File: src/rtl/scu_pkg.sv
package scu_pkg;

  localparam int DATA_W          = 32;
  localparam int OPC_W           = 4;
  localparam int NAME_ID_W       = 16;
  localparam int ACT_W           = 2;
  localparam int DEF_STACK_DEPTH = 64;
  localparam int DEF_VAR_ENTRIES = 32;
  localparam int DEF_NAME_BITS   = 16;

  typedef enum logic [OPC_W-1:0] {
    OP_PUSH   = 4'd0,
    OP_ADD    = 4'd1,
    OP_SUB    = 4'd2,
    OP_MUL    = 4'd3,
    OP_WRITE  = 4'd4,
    OP_READ   = 4'd5,
    OP_JUMP   = 4'd6,
    OP_JUMPZ  = 4'd7,
    OP_ASSIGN = 4'd8,
    OP_QUERY  = 4'd9
  } op_t;

  typedef enum logic [ACT_W-1:0] {
    ACT_CONTINUE = 2'd0,
    ACT_JUMP     = 2'd1,
    ACT_END      = 2'd2
  } act_t;

  typedef enum logic [1:0] {
    ALU_ADD,
    ALU_SUB,
    ALU_MUL
  } alu_op_t;

  typedef enum logic [3:0] {
    S_IDLE,
    S_DECODE,
    S_RD_B,
    S_RD_A,
    S_ALU,
    S_WB,
    S_POP,
    S_SEARCH,
    S_VAL_RD,
    S_FINISH
  } state_t;

  // Search engine status, valid in the cycle done is high.
  typedef struct packed {
    logic done;
    logic hit;
  } srch_stat_t;

endpackage

File: src/rtl/scu_alu.sv
module scu_alu import scu_pkg::*; (
  input  logic              clk,
  input  logic              en,
  input  alu_op_t           op,
  input  logic [DATA_W-1:0] a,
  input  logic [DATA_W-1:0] b,
  output logic [DATA_W-1:0] y
);

  logic [DATA_W-1:0] res;

  // 32-bit wrapping arithmetic; product keeps the low word.
  always_comb begin
    case (op)
      ALU_ADD: res = a + b;
      ALU_SUB: res = a - b;
      ALU_MUL: res = a * b;
      default: res = '0;
    endcase
  end

  always_ff @(posedge clk) begin
    if (en) begin
      y <= res;
    end
  end

endmodule

File: config.mk
export PLATFORM = sky130hd
export DESIGN_NAME = scu_alu
export DESIGN_NICKNAME = d
export VERILOG_FILES = /design/src/rtl/scu_pkg.sv /design/src/rtl/scu_alu.sv
export SDC_FILE = /design/constraint.sdc
export NUM_CORES = 1
export LEC_CHECK = 0
export BUFFER_PORTS_ARGS = -buffer_cell sky130_fd_sc_hd__buf_4
export CAP_MARGIN = 5
export CORE_UTILIZATION = 50
export DETAILED_ROUTE_END_ITERATION = 8
export PLACE_DENSITY = 0.79
export RECOVER_POWER = 25
export SYNTH_ARGS = -nofsm -noshare
export SYNTH_HDL_FRONTEND = slang
export SYNTH_SLANG_ARGS = --single-unit
File: constraint.sdc
create_clock -name clk -period 10 [get_ports clk]
set_input_delay 1 -clock clk [delete_from_list [all_inputs] [get_ports clk]]
set_output_delay 1 -clock clk [all_outputs]
set_load 0.01 [all_outputs]
==> key figures <==
Outcome
  • Status: finished with violations
  • Failing checks: capacitance limit, slew limit

Clocking
  • CTS H-tree depth: 2
  • CTS Buffer Depth: 2
  • Setup bufs post-CTS: 0
  • Post-CTS resize count: 0
  • Clock transition at path regs: 0.07 ns
  • Clock sinks: 32
  • Root buf cell: clkbuf_16
  • CTS buffer count: 5
  • CTS tree: done
  • Hold_buf cts: 0

Drt
  • Routed WL: 54.3 mm
  • Antenna viol nets, final: 0
  • First drt pass iteration count: 5
  • DRC violations left: 0
  • Vias: 15000
  • Routed vias/inst: 5.70
  • Starting DRC count in detailed routing: 1431
  • WL/cell: 20.6 um

Worst setup path
  • WP data required: 10.02 ns
  • Worst setup EP type: flop
  • Startpoint Class: input pin
  • Critical Path Fanout Max: 34
  • Worst setup path class: in -> reg
  • Critical Path AT: 8.14 ns

Yosys
  • Post-synthesis sequential area ratio: 5.01%
  • Ys Warns: 0
  • Syn avg cell area: 9.04 sq um
  • Largest family of logic cells by synthesized area: adder cells
  • Compound-Gate Fraction of Synth Area: 7.58%
  • Predominant post-synthesis flop cell: edfxtp_1
  • Asr flop ratio synth: 0%
  • XOR/XNOR Fraction of Synth Area: 6.30%
  • Synth Area in Adders: 52.8%
  • Number of synthesized flops with an enable pin: 32
  • Synthesized area: 19200 sq um
  • Post-synthesis cell type count: 66
  • Synthesized instance count: 2124
  • Synthesized Nets: 2757
  • Synth Register Bits: 32
  • Mux cell area share after synthesis: 0.209%
  • Post-Synth Simple-Gate Area: 18.1%

Worst hold path
  • Worst min path class: in -> reg
  • Hold Path Depth: 3

STA
  • Setup TNS Final: 0 ns
  • Slew at the pin with the worst max-slew slack: 2.07 ns
  • Max Freq: 123 MHz
  • Final setup fails: 0
  • Fin. Hold Viols: 0
  • Worst slew margin: -38.1%
  • Pins over their slew limit: 33
  • Post-route minimum period: 8.12 ns
  • Final hold slack: 1.23 ns
  • Final Cycle Share: 81.2%
  • Unrepaired setup endpoints after global routing: no

Floorplanning
  • Core Rows: 71
  • Die ar.: 39200 sq um
  • Die Height: 198 um
  • Initial Util: 50.9%
  • Boundary Pins: 100
  • Core area: 37800 sq um
  • Die width: 198 um

Cells and area
  • Layout cell share with drive strength beyond 1: 6.14%
  • Biggest register: y
  • Leading cell types in the layout, fill and taps excluded: fa_1, inv_1, and2_1
  • Final instance area: 20300 sq um
  • Area Growth Syn to Fin: 5.80%
  • Leading cell type in the layout, fill and taps excluded: fa_1
  • Fillers: 3374
  • Post-layout util: 53.8%
  • Max FFs per register: 32
  • Layout net count: 2750
  • ANT cells: 0
  • Largest regs: y (32)

Global routing
  • GRT overflow: 0
  • First-pass GRT wire length: 86.8 mm
  • Largest net degree at the start of global routing: 43
  • Vias in the first global route: 16000
  • Antenna violations before repair: 0
  • Total track usage: 29.1%

Placed design
  • DP HPWL: 41.7 mm
  • PortBufs: 99
  • Placer Congestion: 0.958
  • Placed Area: 20100 sq um

Flow run
  • MaxCap Viol Count: 1
## cells by family after synthesis
| group | after synthesis |
|---|---|
| simple gates | 669 |
| fa+ha+maj | 565 |
| buf+inv | 507 |
| compound gates | 209 |
| xor+xnor | 138 |
| flops | 32 |
| mux | 4 |
## final timing paths
path,from,endpoint
max,b[2],y[31]
min,op[0],y[7]
## stage by stage
step | cells | setup WS [ns]
2_1_floorplan | 2124 | 2.04
3_3_place_gp | 2621 | 1.79
3_5_place_dp | 2621 | 1.70
4_1_cts | 2629 | 1.98
5_1_grt | 2629 | 1.58
6_report | 2629 | 1.88
## routing by layer
layer / part of all wire (%) / wire length (um) / global-route usage, % / vias to the layer above
met5: 0 / 0 / 0 / -
met4: 5.4 / 2950 / 13.9 / 0
met3: 8.4 / 4560 / 4.16 / 162
met2: 49 / 26400 / 49.5 / 781
met1: 38 / 20400 / 36.6 / 7605
li1: - / - / - / 6443
## cell type report
type                    count  area (sq um)  share of cell area [%]
repair buffers            100           747                    3.68
flip-flops and latches     32           961                    4.73
multi-input cells        1585         16300                    80.3
clock inverters             3          46.3                   0.228
inverters                 393          1480                    7.26
clock buffers               5           125                   0.616
well taps                 511           639                    3.15
## cells in the mapped netlist, types with 3 or more instances
cell type  count  area, sq um
a31o_2         5         43.8
mux2i_1        4         40.0
clkbuf_1     103          387
o31ai_1       10         75.1
nand4_1        6         37.5
nand2_1      251          942
a211oi_1      10         75.1
edfxtp_1      32          961
xor2_1        43          377
o21bai_1       7         52.6
fa_1         409         8190
nor3b_1        4         30.0
nand2b_1      10         62.6
and3_1         9         56.3
o21a_1         9         67.6
nor2_1        38          143
and2_1       309         1930
a21o_2         3         26.3
nor2b_1        4         25.0
ha_1         156         1950
xnor2_1       95          832
nor4_1         6         37.5
a21o_1        25          188
o211ai_1       4         30.0
buf_2          5         25.0
and4_1         3         26.3
or3_1          5         31.3
a211o_1        3         26.3
o32ai_1        5         43.8
nand3_1        7         35.0
inv_1        393         1480
o21ai_0       31          155
o22ai_1       17          106
o21ai_1        4         20.0
nor3_1         7         35.0
a21oi_1       45          225
buf_1          5         18.8
a31oi_1        5         31.3
o221ai_1       3         26.3
## worst max-delay path: stages
cell      delay (ns)
buf_4           0.24
and2_1          0.23
fa_1            0.53
inv_1           0.05
fa_1            0.50
fa_1            0.46
fa_1            0.55
inv_1           0.05
fa_1            0.50
inv_1           0.06
fa_1            0.52
inv_1           0.05
fa_1            0.49
fa_1            0.42
ha_1            0.37
a211oi_1        0.29
nor2_1          0.08
a311oi_1        0.43
o21ai_0         0.16
a21oi_1         0.30
o21ai_0         0.23
a211oi_1        0.31
xnor2_1         0.17
o221ai_1        0.13
Power is left out: the tool's default activity adds up to more than one toggle a clock period on the data nets, which glitch-free logic cannot reach.
