### src/rtl/scu_pkg.sv
package scu_pkg;

  localparam int DATA_W          = 32;
  localparam int OPC_W           = 4;
  localparam int NAME_ID_W       = 16;
  localparam int ACT_W           = 2;
  localparam int DEF_STACK_DEPTH = 64;
  localparam int DEF_VAR_ENTRIES = 32;
  localparam int DEF_NAME_BITS   = 16;

  typedef enum logic [OPC_W-1:0] {
    OP_PUSH   = 4'd0,
    OP_ADD    = 4'd1,
    OP_SUB    = 4'd2,
    OP_MUL    = 4'd3,
    OP_WRITE  = 4'd4,
    OP_READ   = 4'd5,
    OP_JUMP   = 4'd6,
    OP_JUMPZ  = 4'd7,
    OP_ASSIGN = 4'd8,
    OP_QUERY  = 4'd9
  } op_t;

  typedef enum logic [ACT_W-1:0] {
    ACT_CONTINUE = 2'd0,
    ACT_JUMP     = 2'd1,
    ACT_END      = 2'd2
  } act_t;

  typedef enum logic [1:0] {
    ALU_ADD,
    ALU_SUB,
    ALU_MUL
  } alu_op_t;

  typedef enum logic [3:0] {
    S_IDLE,
    S_DECODE,
    S_RD_B,
    S_RD_A,
    S_ALU,
    S_WB,
    S_POP,
    S_SEARCH,
    S_VAL_RD,
    S_FINISH
  } state_t;

  // Search engine status, valid in the cycle done is high.
  typedef struct packed {
    logic done;
    logic hit;
  } srch_stat_t;

endpackage

### src/rtl/scu_ram.sv
module scu_ram import scu_pkg::*; #(
  parameter int W     = DATA_W,
  parameter int DEPTH = DEF_STACK_DEPTH,
  parameter int AW    = 6
) (
  input  logic          clk,
  input  logic          wr_en,
  input  logic [AW-1:0] wr_addr,
  input  logic [W-1:0]  wr_data,
  input  logic [AW-1:0] rd_addr,
  output logic [W-1:0]  rd_data
);

  logic [W-1:0] mem [DEPTH];

  always_ff @(posedge clk) begin
    if (wr_en) begin
      mem[wr_addr] <= wr_data;
    end
  end

  always_ff @(posedge clk) begin
    rd_data <= mem[rd_addr];
  end

endmodule

### config.mk
export PLATFORM = sky130hd
export DESIGN_NAME = scu_ram
export DESIGN_NICKNAME = d
export VERILOG_FILES = /design/src/rtl/scu_pkg.sv /design/src/rtl/scu_ram.sv
export SDC_FILE = /design/constraint.sdc
export NUM_CORES = 2
export LEC_CHECK = 0
export BUFFER_PORTS_ARGS = -buffer_cell sky130_fd_sc_hd__buf_2
export CAP_MARGIN = 20
export CELL_PAD_IN_SITES_DETAIL_PLACEMENT = 1
export CELL_PAD_IN_SITES_GLOBAL_PLACEMENT = 2
export CORE_MARGIN = 2
export CORE_UTILIZATION = 33
export CTS_BUF_LIST = sky130_fd_sc_hd__clkbuf_8
export CTS_CLUSTER_DIAMETER = 80
export DETAILED_ROUTE_END_ITERATION = 8
export PLACE_DENSITY_LB_ADDON = 0.1
export SLEW_MARGIN = 20
export SYNTH_ARGS = -nofsm -noshare
export SYNTH_HDL_FRONTEND = slang
export SYNTH_SLANG_ARGS = --single-unit
### constraint.sdc
create_clock -name clk -period 10.72 [get_ports clk]
set_input_delay 1.072 -clock clk [delete_from_list [all_inputs] [get_ports clk]]
set_output_delay 1.072 -clock clk [all_outputs]
set_load 0.01 [all_outputs]
==> metrics <==
overall global routing resource usage 0.199; number of fill cells 22,300; antenna viol nets, final 0; count of pins over their slew limit 0; Worst Max-Slew Pin Slew 1.06 ns; Clock H-tree levels 5; wire length of the first global-routing pass 332,000 um; Yosys Warn Count 0; reported leakage power 28.1 nW; Clock Sinks 2,080; setup TNS after final layout 0 ns; port buffer count 77; area delta synth->final 14.8%; number of buffers added for setup after CTS 0; shortest clock period the worst path allows after layout 4.07 ns; final clock skew 0.0565 ns; Seq/Total Area, Yosys 0.791; TritonCTS clock tree yes; largest net degree at the start of global routing 125; final hold violation count 0; CTS Hold Buffers Added 0; share of layout cells above drive strength 1 0.317; worst hold slack after final layout 0.554 ns; power density cells 185 mW/mm^2; number of top-level pins 78; DIE AREA 0.242 mm^2; Tightest Hold Check Type in2reg; Starting DRT DRC Count 3,560; Synth Cell Area 0.0785 mm^2; final period utilization 0.380; max frequency 245 MHz; result of the run finished clean; gp weighted congestion 0.729; Worst IR Drop VDD 0.000135 V; Critical Path Source Type input port; signal arrival time at the worst endpoint 4.95 ns; syn nets 3,370; Setup Crit Path Kind in2reg; Initial Utilization 0.331; unrepaired setup endpoints after global routing false; detailed-route DRC error count 0; cell total after placement 6,502; placement-stage cell area 0.0835 mm^2; DIE WIDTH 492 um; total power of the final layout 16.7 mW; combinational fraction of design power 0.050; worst slew slack as a fraction of its limit 0.293; Final Setup Violations 0; Placeable Area 0.237 mm^2; Resized cells post-CTS 0; post-synthesis sequential element count 2,080; nets 3,753; die extent in y 492 um; FFs w/ async S/R, synth 0; endpoint class of the critical path flop; total of max-cap violations 0; register clock-pin slew on the reported worst setup and hold paths 0.06 ns; number of detailed-routing iterations run before antenna repair 5; vias after detailed routing 37,600; WL per Instance 33.8 um; Non-Filler Instances 7,151; initial antenna violation count 19; number of enable flip-flop cells after synthesis 2,048; synthesized instance count 3,324; routed vias/inst 5.26; Clock Latency Late Sink 1.07 ns; fraction of power spent switching nets 0.229; average cell area after synthesis 23.6 um^2; Crit Path Max Fanout 81; final standard cell area without fillers 0.0901 mm^2; total wire length after detailed routing 242,000 um; Clock Path Buffers 4; internal power 12.8 mW; via count of the first global-routing pass 41,000; HPWL after detailed placement 125,000 um; switching power 3.82 mW; Root Buffer sky130_fd_sc_hd__clkbuf_8; CTS Buf Count 370; required time of the worst setup path 11.59 ns; Most used DFF post-synth sky130_fd_sc_hd__edfxtp_1; Clk pwr share 0.407; Sequential Power Share 0.543; number of placement rows 179; number of distinct library cells after synthesis 34; Congestion Overflow GR 0
[per-layer routing]
metal | vias to the layer above | global-route usage | share of wire
li1 | 15100 | - | -
met1 | 20900 | 0.274 | 0.43
met2 | 1294 | 0.325 | 0.49
met3 | 352 | 0.0366 | 0.058
met4 | 4 | 0.0540 | 0.024
met5 | - | 0 | 0.000095
[final timing paths]
kind                             startpoint  cells past startpoint  slack, ns           to
worst max register to register  mem[57][14]                      4       8.28  rd_data[14]
worst max-delay path             rd_addr[0]                      8       6.65   rd_data[0]
worst min register to register  mem[12][17]                      4       0.74  rd_data[17]
worst min-delay path            wr_data[31]                      1       0.55  mem[46][31]
[kinds of logic (layout without fill, tap and decap cells)]
group / Yosys count / count (layout) / share of synthesized area
buf+inv: 182 / 834 / 0.0113
simple gates: 223 / 223 / 0.0127
flops: 2080 / 2080 / 0.791
compound gates: 202 / 202 / 0.0167
other cells: 0 / 8 / 0
mux: 637 / 637 / 0.168
[power by group through the flow]
stage / logic [mW] / clock network (mW) / registers [mW]
6_report: 0.835 / 6.79 / 9.05
5_1_grt: 0.893 / 7.32 / 9.05
4_1_cts: 0.862 / 6.99 / 9.05
3_5_place_dp: 0.861 / 0 / 9.22
3_3_place_gp: 0.841 / 0 / 9.22
2_1_floorplan: 0.438 / 0 / 9.20
[cell usage after synthesis, drive strengths merged (8+ instances only)]
cell type | number | area (um^2)
mux2i | 93 | 931
a311oi | 8 | 70.1
nor2 | 137 | 514
mux4 | 544 | 12300
buf | 108 | 608
dfxtp | 32 | 641
a21oi | 62 | 310
edfxtp | 2048 | 61500
nand2 | 26 | 97.6
clkbuf | 74 | 278
o22ai | 84 | 526
a22oi | 12 | 90.1
nand2b | 8 | 50.1
nor2b | 15 | 93.8
o221ai | 27 | 236
[worst max-delay path, cell delays in order]
cell and delay [ns]:
sky130_fd_sc_hd__buf_8 0.42, sky130_fd_sc_hd__buf_12 0.56, sky130_fd_sc_hd__buf_4 0.81, sky130_fd_sc_hd__mux4_2 0.61
sky130_fd_sc_hd__mux2i_1 0.29, sky130_fd_sc_hd__a21oi_1 0.14, sky130_fd_sc_hd__a21oi_1 0.73, sky130_fd_sc_hd__nor2_1 0.11
[sequential cells by signal (all words and copies together) (netlist names)]
signal,cells
mem,2048
rd_data,32
[placed cells by master (no fill, tap or decap), types with 27 or more instances in the layout]
cell type,netlist,layout
sky130_fd_sc_hd__clkinv_2,0,50
sky130_fd_sc_hd__mux4_2,544,544
sky130_fd_sc_hd__nor2_4,0,62
sky130_fd_sc_hd__o22ai_1,84,84
sky130_fd_sc_hd__inv_1,0,104
sky130_fd_sc_hd__clkinv_1,0,88
sky130_fd_sc_hd__mux2i_1,93,93
sky130_fd_sc_hd__o221ai_1,27,27
sky130_fd_sc_hd__a21oi_1,62,61
sky130_fd_sc_hd__edfxtp_1,2048,2048
sky130_fd_sc_hd__nor2_1,137,74
sky130_fd_sc_hd__buf_4,25,122
sky130_fd_sc_hd__clkbuf_8,0,384
sky130_fd_sc_hd__dfxtp_1,32,32
sky130_fd_sc_hd__buf_2,57,60
[through the flow]
step           utilization  setup slack (ns)
2_1_floorplan            -              6.49
3_3_place_gp         0.352              5.29
3_5_place_dp         0.352              5.44
4_1_cts              0.380              6.59
5_1_grt              0.380              6.46
6_report             0.380              6.65
[final cells by class]
class / count / area, um^2 / area share
Antenna cell: 8 / 20.0 / 0.000222
Clock buffer: 384 / 5290 / 0.0586
Clock inverter: 257 / 1310 / 0.0146
Sequential cell: 2080 / 62100 / 0.690
Timing Repair Buffer: 193 / 1410 / 0.0157
Tap cell: 3167 / 3960 / 0.0440
Multi-Input combinational cell: 1062 / 16000 / 0.177
(Power assumes the default switching activity.)
