**config.mk**
```make
export PLATFORM = sky130hd
export DESIGN_NAME = scu_search
export DESIGN_NICKNAME = d
export VERILOG_FILES = /design/src/rtl/scu_pkg.sv /design/src/rtl/scu_search.sv
export SDC_FILE = /design/constraint.sdc
export NUM_CORES = 1
export LEC_CHECK = 0
export BUFFER_PORTS_ARGS = -buffer_cell sky130_fd_sc_hd__buf_2
export CAP_MARGIN = 20
export CORE_MARGIN = 2
export CORE_UTILIZATION = 53
export CTS_CLUSTER_DIAMETER = 200
export DETAILED_ROUTE_END_ITERATION = 6
export PLACE_DENSITY = 0.84
export SLEW_MARGIN = 20
export SYNTH_ARGS = -nofsm -noshare
export SYNTH_HDL_FRONTEND = slang
export SYNTH_SLANG_ARGS = --single-unit
```
**constraint.sdc**
```tcl
create_clock -name clk -period 3 [get_ports clk]
set_input_delay 0.6 -clock clk [delete_from_list [all_inputs] [get_ports clk]]
set_output_delay 0.6 -clock clk [all_outputs]
set_load 0.02 [all_outputs]
```
**src/rtl/scu_pkg.sv**
```systemverilog
package scu_pkg;

  localparam int DATA_W          = 32;
  localparam int OPC_W           = 4;
  localparam int NAME_ID_W       = 16;
  localparam int ACT_W           = 2;
  localparam int DEF_STACK_DEPTH = 64;
  localparam int DEF_VAR_ENTRIES = 32;
  localparam int DEF_NAME_BITS   = 16;

  typedef enum logic [OPC_W-1:0] {
    OP_PUSH   = 4'd0,
    OP_ADD    = 4'd1,
    OP_SUB    = 4'd2,
    OP_MUL    = 4'd3,
    OP_WRITE  = 4'd4,
    OP_READ   = 4'd5,
    OP_JUMP   = 4'd6,
    OP_JUMPZ  = 4'd7,
    OP_ASSIGN = 4'd8,
    OP_QUERY  = 4'd9
  } op_t;

  typedef enum logic [ACT_W-1:0] {
    ACT_CONTINUE = 2'd0,
    ACT_JUMP     = 2'd1,
    ACT_END      = 2'd2
  } act_t;

  typedef enum logic [1:0] {
    ALU_ADD,
    ALU_SUB,
    ALU_MUL
  } alu_op_t;

  typedef enum logic [3:0] {
    S_IDLE,
    S_DECODE,
    S_RD_B,
    S_RD_A,
    S_ALU,
    S_WB,
    S_POP,
    S_SEARCH,
    S_VAL_RD,
    S_FINISH
  } state_t;

  // Search engine status, valid in the cycle done is high.
  typedef struct packed {
    logic done;
    logic hit;
  } srch_stat_t;

endpackage

```
**src/rtl/scu_search.sv**
```systemverilog
module scu_search import scu_pkg::*; #(
  parameter int NW  = DEF_NAME_BITS,
  parameter int VIW = 5,
  parameter int VCW = 6
) (
  input  logic           clk,
  input  logic           rst_n,
  input  logic           start,
  input  logic [NW-1:0]  key,
  input  logic [VCW-1:0] count,
  output logic [VIW-1:0] rd_addr,
  input  logic [NW-1:0]  rd_data,
  output srch_stat_t     stat,
  output logic [VIW-1:0] hit_idx
);

  logic           busy_r, busy_nxt;
  logic [VCW-1:0] k_r, k_nxt;
  logic [VCW-1:0] cnt_r;
  logic [NW-1:0]  key_r;
  logic           cmp_vld_r, cmp_vld_nxt;
  logic [VIW-1:0] cmp_idx_r, cmp_idx_nxt;
  logic           hit_now;
  logic           more;

  // One compare per cycle against the entry read in the previous cycle.
  assign hit_now = cmp_vld_r && (rd_data == key_r);
  assign more    = (k_r < cnt_r);
  assign rd_addr = k_r[VIW-1:0];
  assign hit_idx = cmp_idx_r;

  always_comb begin
    busy_nxt    = busy_r;
    k_nxt       = k_r;
    cmp_vld_nxt = 1'b0;
    cmp_idx_nxt = cmp_idx_r;
    stat.done   = 1'b0;
    stat.hit    = 1'b0;
    if (start) begin
      busy_nxt = 1'b1;
      k_nxt    = '0;
    end else if (busy_r) begin
      if (hit_now || !more) begin
        busy_nxt  = 1'b0;
        stat.done = 1'b1;
        stat.hit  = hit_now;
      end else begin
        k_nxt       = k_r + VCW'(1);
        cmp_vld_nxt = 1'b1;
        cmp_idx_nxt = k_r[VIW-1:0];
      end
    end
  end

  always_ff @(posedge clk) begin
    if (!rst_n) begin
      busy_r    <= 1'b0;
      cmp_vld_r <= 1'b0;
    end else begin
      busy_r    <= busy_nxt;
      cmp_vld_r <= cmp_vld_nxt;
    end
  end

  always_ff @(posedge clk) begin
    k_r       <= k_nxt;
    cmp_idx_r <= cmp_idx_nxt;
    if (start) begin
      key_r <= key;
      cnt_r <= count;
    end
  end

endmodule

```
==> results of run 1 <==
[synth_stat cells]
cell type	number	area share (%)
a2bb2oi_2	1	0.98
o21a_1	1	0.49
inv_1	5	1.2
buf_4	5	2.4
or4_1	1	0.49
o21ai_2	1	0.57
nor3_1	4	1.3
or3_1	1	0.41
mux2i_1	1	0.65
nor2_1	5	1.2
a211oi_2	1	0.81
or3_2	2	0.98
edfxtp_1	27	53
and2_1	1	0.41
dfxtp_1	8	10
o211ai_1	1	0.49
nand2_1	4	0.98
o31ai_1	1	0.49
a21oi_1	3	0.98
xnor2_1	1	0.57
o2111ai_1	1	0.57
a21o_1	1	0.49
ha_1	6	4.9
clkbuf_1	1	0.24
o21ai_0	2	0.65
mux2_1	1	0.73
mux2_2	1	0.73
nor2b_1	3	1.2
nand4_1	2	0.81
xor2_1	15	8.5
nor4_1	3	1.2
nand2b_1	2	0.81
nor3b_1	1	0.49
[worst reg2reg max path, delay by kind of cell (launching register included)]
kind / cells / cell delay [ps]
AOI/OAI and AO/OA: 3 / 540
adders and majority gates: 1 / 280
buffers and inverters: 1 / 170
DFF: 1 / 450
and+or+nand+nor: 1 / 570
[flip-flops by register name, indices dropped and copies added, names as in the netlist]
register,count
key_r,16
busy_r,1
k_r,6
cmp_vld_r,1
cnt_r,6
hit_idx,5
[routing by layer]
layer | part of all wire, % | wire length (µm)
met1 | 41 | 1040
met5 | 0 | 0
met3 | 10 | 265
met2 | 48 | 1230
met4 | 0.82 | 21
[cell type report]
type	instances	area, µm²
Sequential cell	35	971
Fill cell	213	901
Multi-Input combinational cell	67	507
Timing Repair Buffer	54	275
Tap cell	31	38.8
Clock buffer	5	37.5
Inverter	5	18.8
Clock inverter	2	8.76
[power by group]
| part | internal (µW) | switching (µW) | total, µW |
|---|---|---|---|
| Combinational | 50.0 | 47.2 | 97.2 |
| Sequential | 555 | 14.9 | 570 |
| Clock | 82.9 | 144 | 227 |
[metrics by stage]
stage	std cells	cell area, µm²	util [%]	hold slack [ps]	setup slack, ps
floorplan	113	1540	-	462	590
global placement	192	1810	65.7	479	439
detailed placement	192	1810	65.7	493	403
CTS	199	1860	67.3	425	284
global route	199	1860	67.3	412	68.4
finish	199	1860	67.3	436	339
[cell families (layout without fill, tap and decap cells)]
group / count (synthesis) / count (layout) / synth area share (%)
fa+ha+maj: 6 / 6 / 4.88
xor+xnor: 16 / 16 / 9.11
buf+inv: 11 / 66 / 3.91
flops: 35 / 35 / 63.1
simple gates: 29 / 29 / 10.3
mux: 3 / 3 / 2.12
compound gates: 13 / 13 / 6.51
[path summary, 6_finish.rpt]
path / from / endpoint
min reg2reg: k_r[5] / k_r[5]
min: key[9] / key_r[9]
max: key_r[11] / stat[1]
max reg2reg: k_r[2] / hit_idx[4]
==> qor.csv, run 1 <==
stage,metric,value,unit
outcome,status,"complete, no violations",
floorplan,die_w,57.9,µm
clock_network,clkSinkCount,35,
route,num_vias,1036,
grt,grt_pass1_wl,4250,µm
setup_path,cp.arrival,2060,ps
logic_synthesis,synth_cell_types,33,
layout,drive_gt1_share,39.3,%
route,first_iter_violations,23,
placement,io_buffers,52,
clock_network,cts_max_level,2,
placement,place.gp.congestion,0.779,
setup_path,required,2400,ps
grt,grt_overflow,0,
route,firstDrtPassIters,5,
power,power,894,µW
setup_path,crit_top_cell,nor2_1,
clock_network,cts_resized,0,
clock_network,clk_latency,330,ps
setup_path,cpPeakStageDelay,410,ps
floorplan,fp.coreArea,2760,µm²
sta,max_slew_margin,50.5,%
route,drt-total-wl,2560,µm
setup_path,critical_path_cell_count,7,
grt,use_met2,27.9,%
clock_network,post_cts_buffers,0,
clock_network,path_clk_slew,100,ps
sta,rsz0062_at_grt,no,
logic_synthesis,ys_warn_count,0,
setup_path,cp_num_buf_inv,1,
setup_path,critPathLaunchType,flip-flop,
sta,skew,9.86,ps
power,leakagePower,0.000813,µW
sta,hold_viol,0,
sta,min_period,2660,ps
grt,met3_usage,6.70,%
clock_network,cts_tree,built,
setup_path,critPathSlowestCell,edfxtp_1,
setup_path,crit_fanout,3,
floorplan,rows,19,
clock_network,cts_buffers,5,
logic_synthesis,synth-seq-cells,35,
setup_path,rrSetupSlack,640,ps
floorplan,start_util,55.8,%
hold_path,hold_class,input pin to flip-flop,
sta,drv_slew,0,
sta,fin_crit_sh,88.7,%
setup_path,cp-end-kind,output port,
clock_network,clockRootBuffer,clkbuf_4,
route,post_drt_wl_per_cell,12.9,µm
setup_path,critPathKind,flip-flop to output port,
route,vias_per_cell,5.21,
clock_network,hold_buffers,0,
grt,grt_max_degree,32,
setup_path,crit_family,simple AND/OR/NAND/NOR gates,
clock_network,cts_buffer_depth,2,
grt,busiest_layer,met2,
sta,finalSetupTns,0,ps
floorplan,die_h,57.9,µm
hold_path,min_path_cells,1,
layout,num_antenna_cells,0,
grt,met1_usage,20.4,%
sta,setup_viol,0,
grt,grt_use_total,17.0,%
sta,max_freq,376,MHz
logic_synthesis,avgSynthCellArea,13.6,µm²
grt,first_global_vias,984,
route,ant_nets,0,
sta,max_slew.worst_pin.slew,737,ps
floorplan,ios,53,
layout,mostFrequentLayoutCell,buf_2,
grt,antenna_found_initial,0,
layout,area_growth,20.7,%
logic_synthesis,synth_area,1540,µm²
logic_synthesis,synthCells,113,
setup_path,reg2regPathDepth,6,
logic_synthesis,ys_seq_area_share,63.1,%
placement,hpwl,2010,µm
layout,final_cell_mix,"52 x buf_2, 27 x edfxtp_1, 15 x xor2_1",
layout,final_nets,215,
power,p_per_area,481,nW/µm²
power,vdd_drop_max,436,µV
run,maxCapViolCount,0,
route,drc,0,
floorplan,die_area,3350,µm²
logic_synthesis,syn_nets,160,
setup_path,path_cells,"xor2_1, nor4_1, nand4_1, o21ai_2, nor2_1, nor2_1, buf_2",
Note: power is estimated with default switching activity, not from simulation.
==> inputs of run 2 (changes only) <==
--- a/config.mk
+++ b/config.mk
@@ -11,6 +11,7 @@
 export CORE_UTILIZATION = 53
 export CTS_CLUSTER_DIAMETER = 200
 export DETAILED_ROUTE_END_ITERATION = 6
+export GPL_TIMING_DRIVEN = 0
 export PLACE_DENSITY = 0.84
 export SLEW_MARGIN = 20
 export SYNTH_ARGS = -nofsm -noshare
==> run 2 against run 1 <==
Sequential power about the same. Critical path depth unchanged. Highest routed layer unchanged. Non-clock buffer count up 4. Critical path type unchanged. Worst setup slack worse by 130 ps. Count of clock-buffer cells in the layout unchanged. Clock skew down 6.1 ps. First-iteration DRC count down 13%. Largest power group unchanged. Critical endpoint unchanged.
==> qor.csv, run 2 (synthesis gave the netlist of run 1 again) <==
stage,metric,value,unit,change
floorplan,fp.coreArea,2760,µm²,unchanged
layout,mostFrequentLayoutCell,buf_2,,
sta,drv_slew,0,,unchanged
setup_path,crit_fanout,10,,+7
clock_network,clkSinkCount,35,,unchanged
sta,skew,3.77,ps,-6.09 ps
grt,grt_use_total,17.0,%,+0.041 points
grt,grt_overflow,0,,unchanged
grt,grt_pass1_wl,4140,µm,-2.6%
layout,register_area,971,µm²,unchanged
sta,finalSetupTns,0,ps,unchanged
sta,setup_viol,0,,unchanged
layout,final_cell_mix,"52 x buf_2, 27 x edfxtp_1, 15 x xor2_1",,
clock_network,cts_buffers,5,,unchanged
sta,max_slew_margin,50.3,%,-0.16 points
power,power,894,µW,about the same
floorplan,die_area,3350,µm²,unchanged
floorplan,start_util,55.8,%,unchanged
layout,fillers,207,,-2.8%
layout,num_antenna_cells,0,,unchanged
clock_network,path_clk_slew,100,ps,about the same
placement,io_buffers,52,,unchanged
layout,multi_input_area,514,µm²,+1.5%
setup_path,critPathKind,flip-flop to output port,,
sta,fin_crit_sh,93.0,%,+4.3 points
sta,min_period,2790,ps,+130 ps
floorplan,die_h,57.9,µm,unchanged
floorplan,die_w,57.9,µm,unchanged
power,vdd_drop_max,404,µV,-7.2%
clock_network,clk_latency,330,ps,about the same
setup_path,cp.arrival,2190,ps,+130 ps
placement,hpwl,1920,µm,-4.3%
power,leakagePower,0.000832,µW,+2.3%
clock_network,post_cts_buffers,0,,unchanged
clock_network,cts_max_level,2,,unchanged
placement,place.gp.congestion,0.782,,+0.42%
route,firstDrtPassIters,4,,-1
outcome,status,"complete, no violations",,
layout,top_register,key_r,,
layout,largest_register_ffs,16,,unchanged
route,drt-total-wl,2480,µm,-3.2%
layout,top_regs,"key_r (16), cnt_r (6), k_r (6)",,
hold_path,hold_class,input pin to flip-flop,,
clock_network,cts_tree,built,,
layout,drive_gt1_share,40.1,%,+0.83 points
grt,antenna_found_initial,0,,unchanged
floorplan,rows,19,,unchanged
route,ant_nets,0,,unchanged
run,maxCapViolCount,0,,unchanged
floorplan,ios,53,,unchanged
layout,final_nets,219,,+1.9%
sta,max_slew.worst_pin.slew,739,ps,+2.43 ps
route,post_drt_wl_per_cell,12.2,µm,-5.1%
sta,max_freq,358,MHz,-4.6%
sta,hold_viol,0,,unchanged
grt,grt_max_degree,24,,-25%
route,drc,0,,unchanged
route,num_vias,1057,,+2.0%
setup_path,required,2400,ps,about the same
setup_path,critPathLaunchType,flip-flop,,
layout,area_growth,22.9,%,
clock_network,cts_buffer_depth,2,,unchanged
power,p_per_area,473,nW/µm²,-1.8%
clock_network,clockRootBuffer,clkbuf_4,,
setup_path,cp-end-kind,output port,,
route,first_iter_violations,20,,-13%
grt,first_global_vias,1080,,+9.8%
route,vias_per_cell,5.21,,about the same
## run 2: changes by cell type in the layout (fill, tap and decap cells not counted)
cell	delta
clkbuf_1	+1
buf_4	+3
o21ai_4	+1
o21ai_2	-1
## run 2: timing repair
action / 4_1_cts / 5_1_grt
hold buffers: 0 / 0
gates resized for setup: 0 / 1
endpoints found under the setup margin: 0 / 1
## run 2: metal layers
metal  vias to the layer above  global-route usage [%]  part of all wire, %
met4                         0                    12.6                  3.5
li1                        525                       -                    -
met2                        50                    28.2                   50
met3                        11                    5.58                  7.9
met5                         -                       0                    0
met1                       471                    18.0                   38
## run 2: layout make-up
cell class	count	area share, %
Sequential cell	35	51.4
Clock buffer	5	1.99
Multi-Input combinational cell	67	27.2
Buffer	6	2.18
Clock inverter	2	0.463
Tap cell	31	2.05
Inverter	5	0.993
Timing Repair Buffer	52	13.8
## run 2: power by group
part	switching, µW	leakage (µW)	total, µW	internal [µW]
registers	14.3	0.000328	569	555
clock network	144	0.0000285	226	82.9
logic	46.6	0.000476	98.4	51.8
## run 2: critical path, stage by stage, from the launching register on
cell	delay, ps
edfxtp_1	390
xor2_1	170
nor4_1	360
nand4_1	290
o21ai_4	330
nor2_1	80
nor2_1	80
buf_2	160
## run 2: final timing paths
kind | slack [ps] | depth (start not counted) | endpoint | from
setup / recovery | 210 | 7 | stat[1] | key_r[11]
hold / removal | 440 | 1 | cnt_r[5] | count[5]
setup reg to reg | 710 | 5 | hit_idx[1] | k_r[2]
hold reg to reg | 520 | 2 | k_r[5] | k_r[5]
## run 2: through the flow
stage / area [µm²] / hold WS [ps] / utilization, % / setup WS [ps] / instances
6_report: 1890 / 439 / 68.6 / 210 / 203
5_1_grt: 1890 / 418 / 68.6 / -6.57 / 203
4_1_cts: 1880 / 427 / 68.3 / 125 / 203
3_5_place_dp: 1840 / 504 / 66.6 / 212 / 196
3_3_place_gp: 1840 / 477 / 66.6 / 234 / 196
2_1_floorplan: 1540 / 462 / - / 590 / 113
==> inputs of run 3 (changes only) <==
--- a/config.mk
+++ b/config.mk
@@ -7,12 +7,15 @@
 export LEC_CHECK = 0
 export BUFFER_PORTS_ARGS = -buffer_cell sky130_fd_sc_hd__buf_2
 export CAP_MARGIN = 20
+export CELL_PAD_IN_SITES_DETAIL_PLACEMENT = 1
+export CELL_PAD_IN_SITES_GLOBAL_PLACEMENT = 1
 export CORE_MARGIN = 2
-export CORE_UTILIZATION = 53
+export CORE_UTILIZATION = 41
 export CTS_CLUSTER_DIAMETER = 200
 export DETAILED_ROUTE_END_ITERATION = 6
+export GPL_ROUTABILITY_DRIVEN = 0
 export GPL_TIMING_DRIVEN = 0
-export PLACE_DENSITY = 0.84
+export PLACE_DENSITY_LB_ADDON = 0.1
 export SLEW_MARGIN = 20
 export SYNTH_ARGS = -nofsm -noshare
 export SYNTH_HDL_FRONTEND = slang
==> run 3 against run 2 <==
Count of clock-buffer cells in the layout up 2. Worst hold slack improved by 47 ps. Die area grew 27%. Register-to-register slack worse by 30 ps. Global-route usage is 2.5 points lower. Critical path type is now input pin to output port. Largest cell class unchanged.
==> qor.csv, run 3 (synthesis gave the netlist of run 1 again) <==
stage,metric,value,unit,change
hold_path,holdPathEnd,key_r[14],,
floorplan,die_area,4260,µm²,+27%
layout,top_regs,"key_r (16), cnt_r (6), k_r (6)",,
setup_path,cp.arrival,2180,ps,about the same
power,p_clk_share,34.0,%,+8.7 points
setup_path,rrSetupSlack,680,ps,-30 ps
layout,area_growth,27.3,%,
grt,grt_use_total,14.5,%,-2.5 points
sta,skew,9.20,ps,+5.44 ps
clock_network,cts_buffer_depth,2,,unchanged
sta,max_freq,360,MHz,+0.56%
hold_path,hold_class,input pin to flip-flop,,
power,power_frac_comb,9.8,%,-1.2 points
setup_path,r2r_start,k_r[2],,
floorplan,ios,53,,unchanged
setup_path,critPathLaunchType,input pin,,
route,num_vias,1053,,-0.38%
layout,drive_gt1_share,40.5,%,+0.35 points
setup_path,r2r-end,hit_idx[1],,
power,p_int,793,µW,+15%
setup_path,critPathSlowestCell,nor4_1,,
setup_path,crit_family,simple AND/OR/NAND/NOR gates,,
power,leakagePower,0.000851,µW,+2.4%
sta,setup_viol,0,,unchanged
clock_network,cts_max_level,2,,unchanged
power,p_sw_share,22.0,%,-0.90 points
sta,max_slew_margin,46.8,%,-3.5 points
layout,num_antenna_cells,0,,unchanged
setup_path,crit_fanout,10,,unchanged
sta,min_period,2780,ps,-15.5 ps
grt,grt_max_degree,24,,unchanged
power,power_switching,223,µW,+9.1%
floorplan,fp.coreArea,3630,µm²,+32%
clock_network,cts_tree,built,,
floorplan,start_util,42.3,%,-13 points
layout,final_cell_mix,"52 x buf_2, 27 x edfxtp_1, 15 x xor2_1",,
sta,fin_crit_sh,92.5,%,-0.52 points
grt,grt_pass1_wl,4490,µm,+8.5%
hold_path,hp-start,key[14],,
sta,max_slew.worst_pin.slew,792,ps,+52.0 ps
placement,io_buffers,52,,unchanged
clock_network,clk_latency,290,ps,-40 ps
floorplan,die_w,65.2,µm,+13%
layout,mostFrequentLayoutCell,buf_2,,
setup_path,required,2400,ps,about the same
sta,drv_slew,0,,unchanged
clock_network,cts_buffers,5,,unchanged
clock_network,clkSinkCount,35,,unchanged
setup_path,cp-end-kind,output port,,
setup_path,cp_num_buf_inv,2,,+1
layout,final_cells,221,,+8.9%
layout,design_area,1960,µm²,+3.5%
power,vdd_drop_max,277,µV,-32%
route,firstDrtPassIters,4,,unchanged
route,ant_nets,0,,unchanged
sta,rsz0062_at_grt,no,,
route,drc,0,,unchanged
placement,hpwl,2190,µm,+14%
route,drt-total-wl,2770,µm,+12%
route,post_drt_wl_per_cell,12.5,µm,+2.5%
grt,antenna_found_initial,0,,unchanged
layout,largest_register_ffs,16,,unchanged
route,first_iter_violations,14,,-30%
setup_path,critPathKind,input pin to output port,,
setup_path,path_cells,"buf_2, xor2_1, nor4_1, nand4_1, o21ai_4, nor2_1, nor2_1, buf_2",,
clock_network,clockRootBuffer,clkbuf_8,,
sta,hold_viol,0,,unchanged
hold_path,min_path_cells,1,,unchanged
floorplan,die_h,65.2,µm,+13%
grt,first_global_vias,1002,,-7.2%
floorplan,rows,22,,+3
setup_path,cpPeakStageDelay,420,ps,+30 ps
layout,fillers,386,,+86%
layout,final_nets,219,,unchanged
placement,placed_cells,213,,+8.7%
power,p_per_area,519,nW/µm²,+9.7%
sta,finalSetupTns,0,ps,unchanged
run,maxCapViolCount,0,,unchanged
route,vias_per_cell,4.76,,-8.5%
placement,placed_cell_area,1860,µm²,+1.2%
layout,top_register,key_r,,
grt,grt_overflow,0,,unchanged
setup_path,critical_path_cell_count,8,,+1
power,power_frac_seq,56.2,%,-7.5 points
outcome,status,"complete, no violations",,
power,power,1020,µW,+14%
setup_path,reg2regPathDepth,5,,unchanged
clock_network,path_clk_slew,70,ps,-30 ps
run 3: changes by cell type in the layout (fill, tap and decap cells not counted), sizes merged:
cell	delta
clkbuf	+2
clkinv	-1
run 3: final cells by class:
cell class	instances	area [µm²]	share of cell area, %
buffer	6	41.3	2.11
sequential	35	971	49.6
clock buffer	7	86.3	4.41
tap	48	60.1	3.07
inverter	5	18.8	0.959
clock inverter	1	5.00	0.256
timing repair buffer	52	260	13.3
multi-input combinational	67	514	26.3
run 3: worst max path at each step:
stage / startpoint / end
2_1_floorplan: rd_data[13] / stat[1]
3_3_place_gp: rd_data[11] / stat[1]
3_5_place_dp: rd_data[11] / stat[1]
4_1_cts: key_r[11] / stat[1]
5_1_grt: key_r[11] / stat[1]
6_report: rd_data[11] / stat[1]
run 3: through the flow:
stage	hold slack (ps)	util (%)	setup WS, ps
3_5_place_dp	495	51.1	174
4_1_cts	475	53.7	150
5_1_grt	469	53.9	12.0
2_1_floorplan	462	-	590
3_3_place_gp	477	51.1	269
6_report	485	53.9	225
run 3: power by group through the flow:
| stage | Sequential [µW] | Combinational, µW | Clock, µW |
|---|---|---|---|
| after floorplan | 581 | 51.8 | 0 |
| final | 571 | 99.7 | 345 |
| after global placement | 580 | 96.8 | 0 |
| after detailed placement | 582 | 101 | 0 |
| after global routing | 575 | 112 | 383 |
| after CTS | 571 | 102 | 360 |
run 3: layer usage:
| layer | vias up | track usage [%] | part of all wire (%) |
|---|---|---|---|
| li1 | 522 | - | - |
| met5 | - | 0 | 0 |
| met3 | 7 | 5.14 | 6.0 |
| met1 | 489 | 16.9 | 42 |
| met2 | 35 | 24.2 | 50 |
| met4 | 0 | 6.25 | 1.7 |
run 3: timing repair:
action / in CTS / in global routing
setup endpoints to repair: 0 / 1
hold buffers: 0 / 0
resized for setup: 0 / 1
buffers inserted: 0 / 0
hold endpoints to repair: 0 / 0
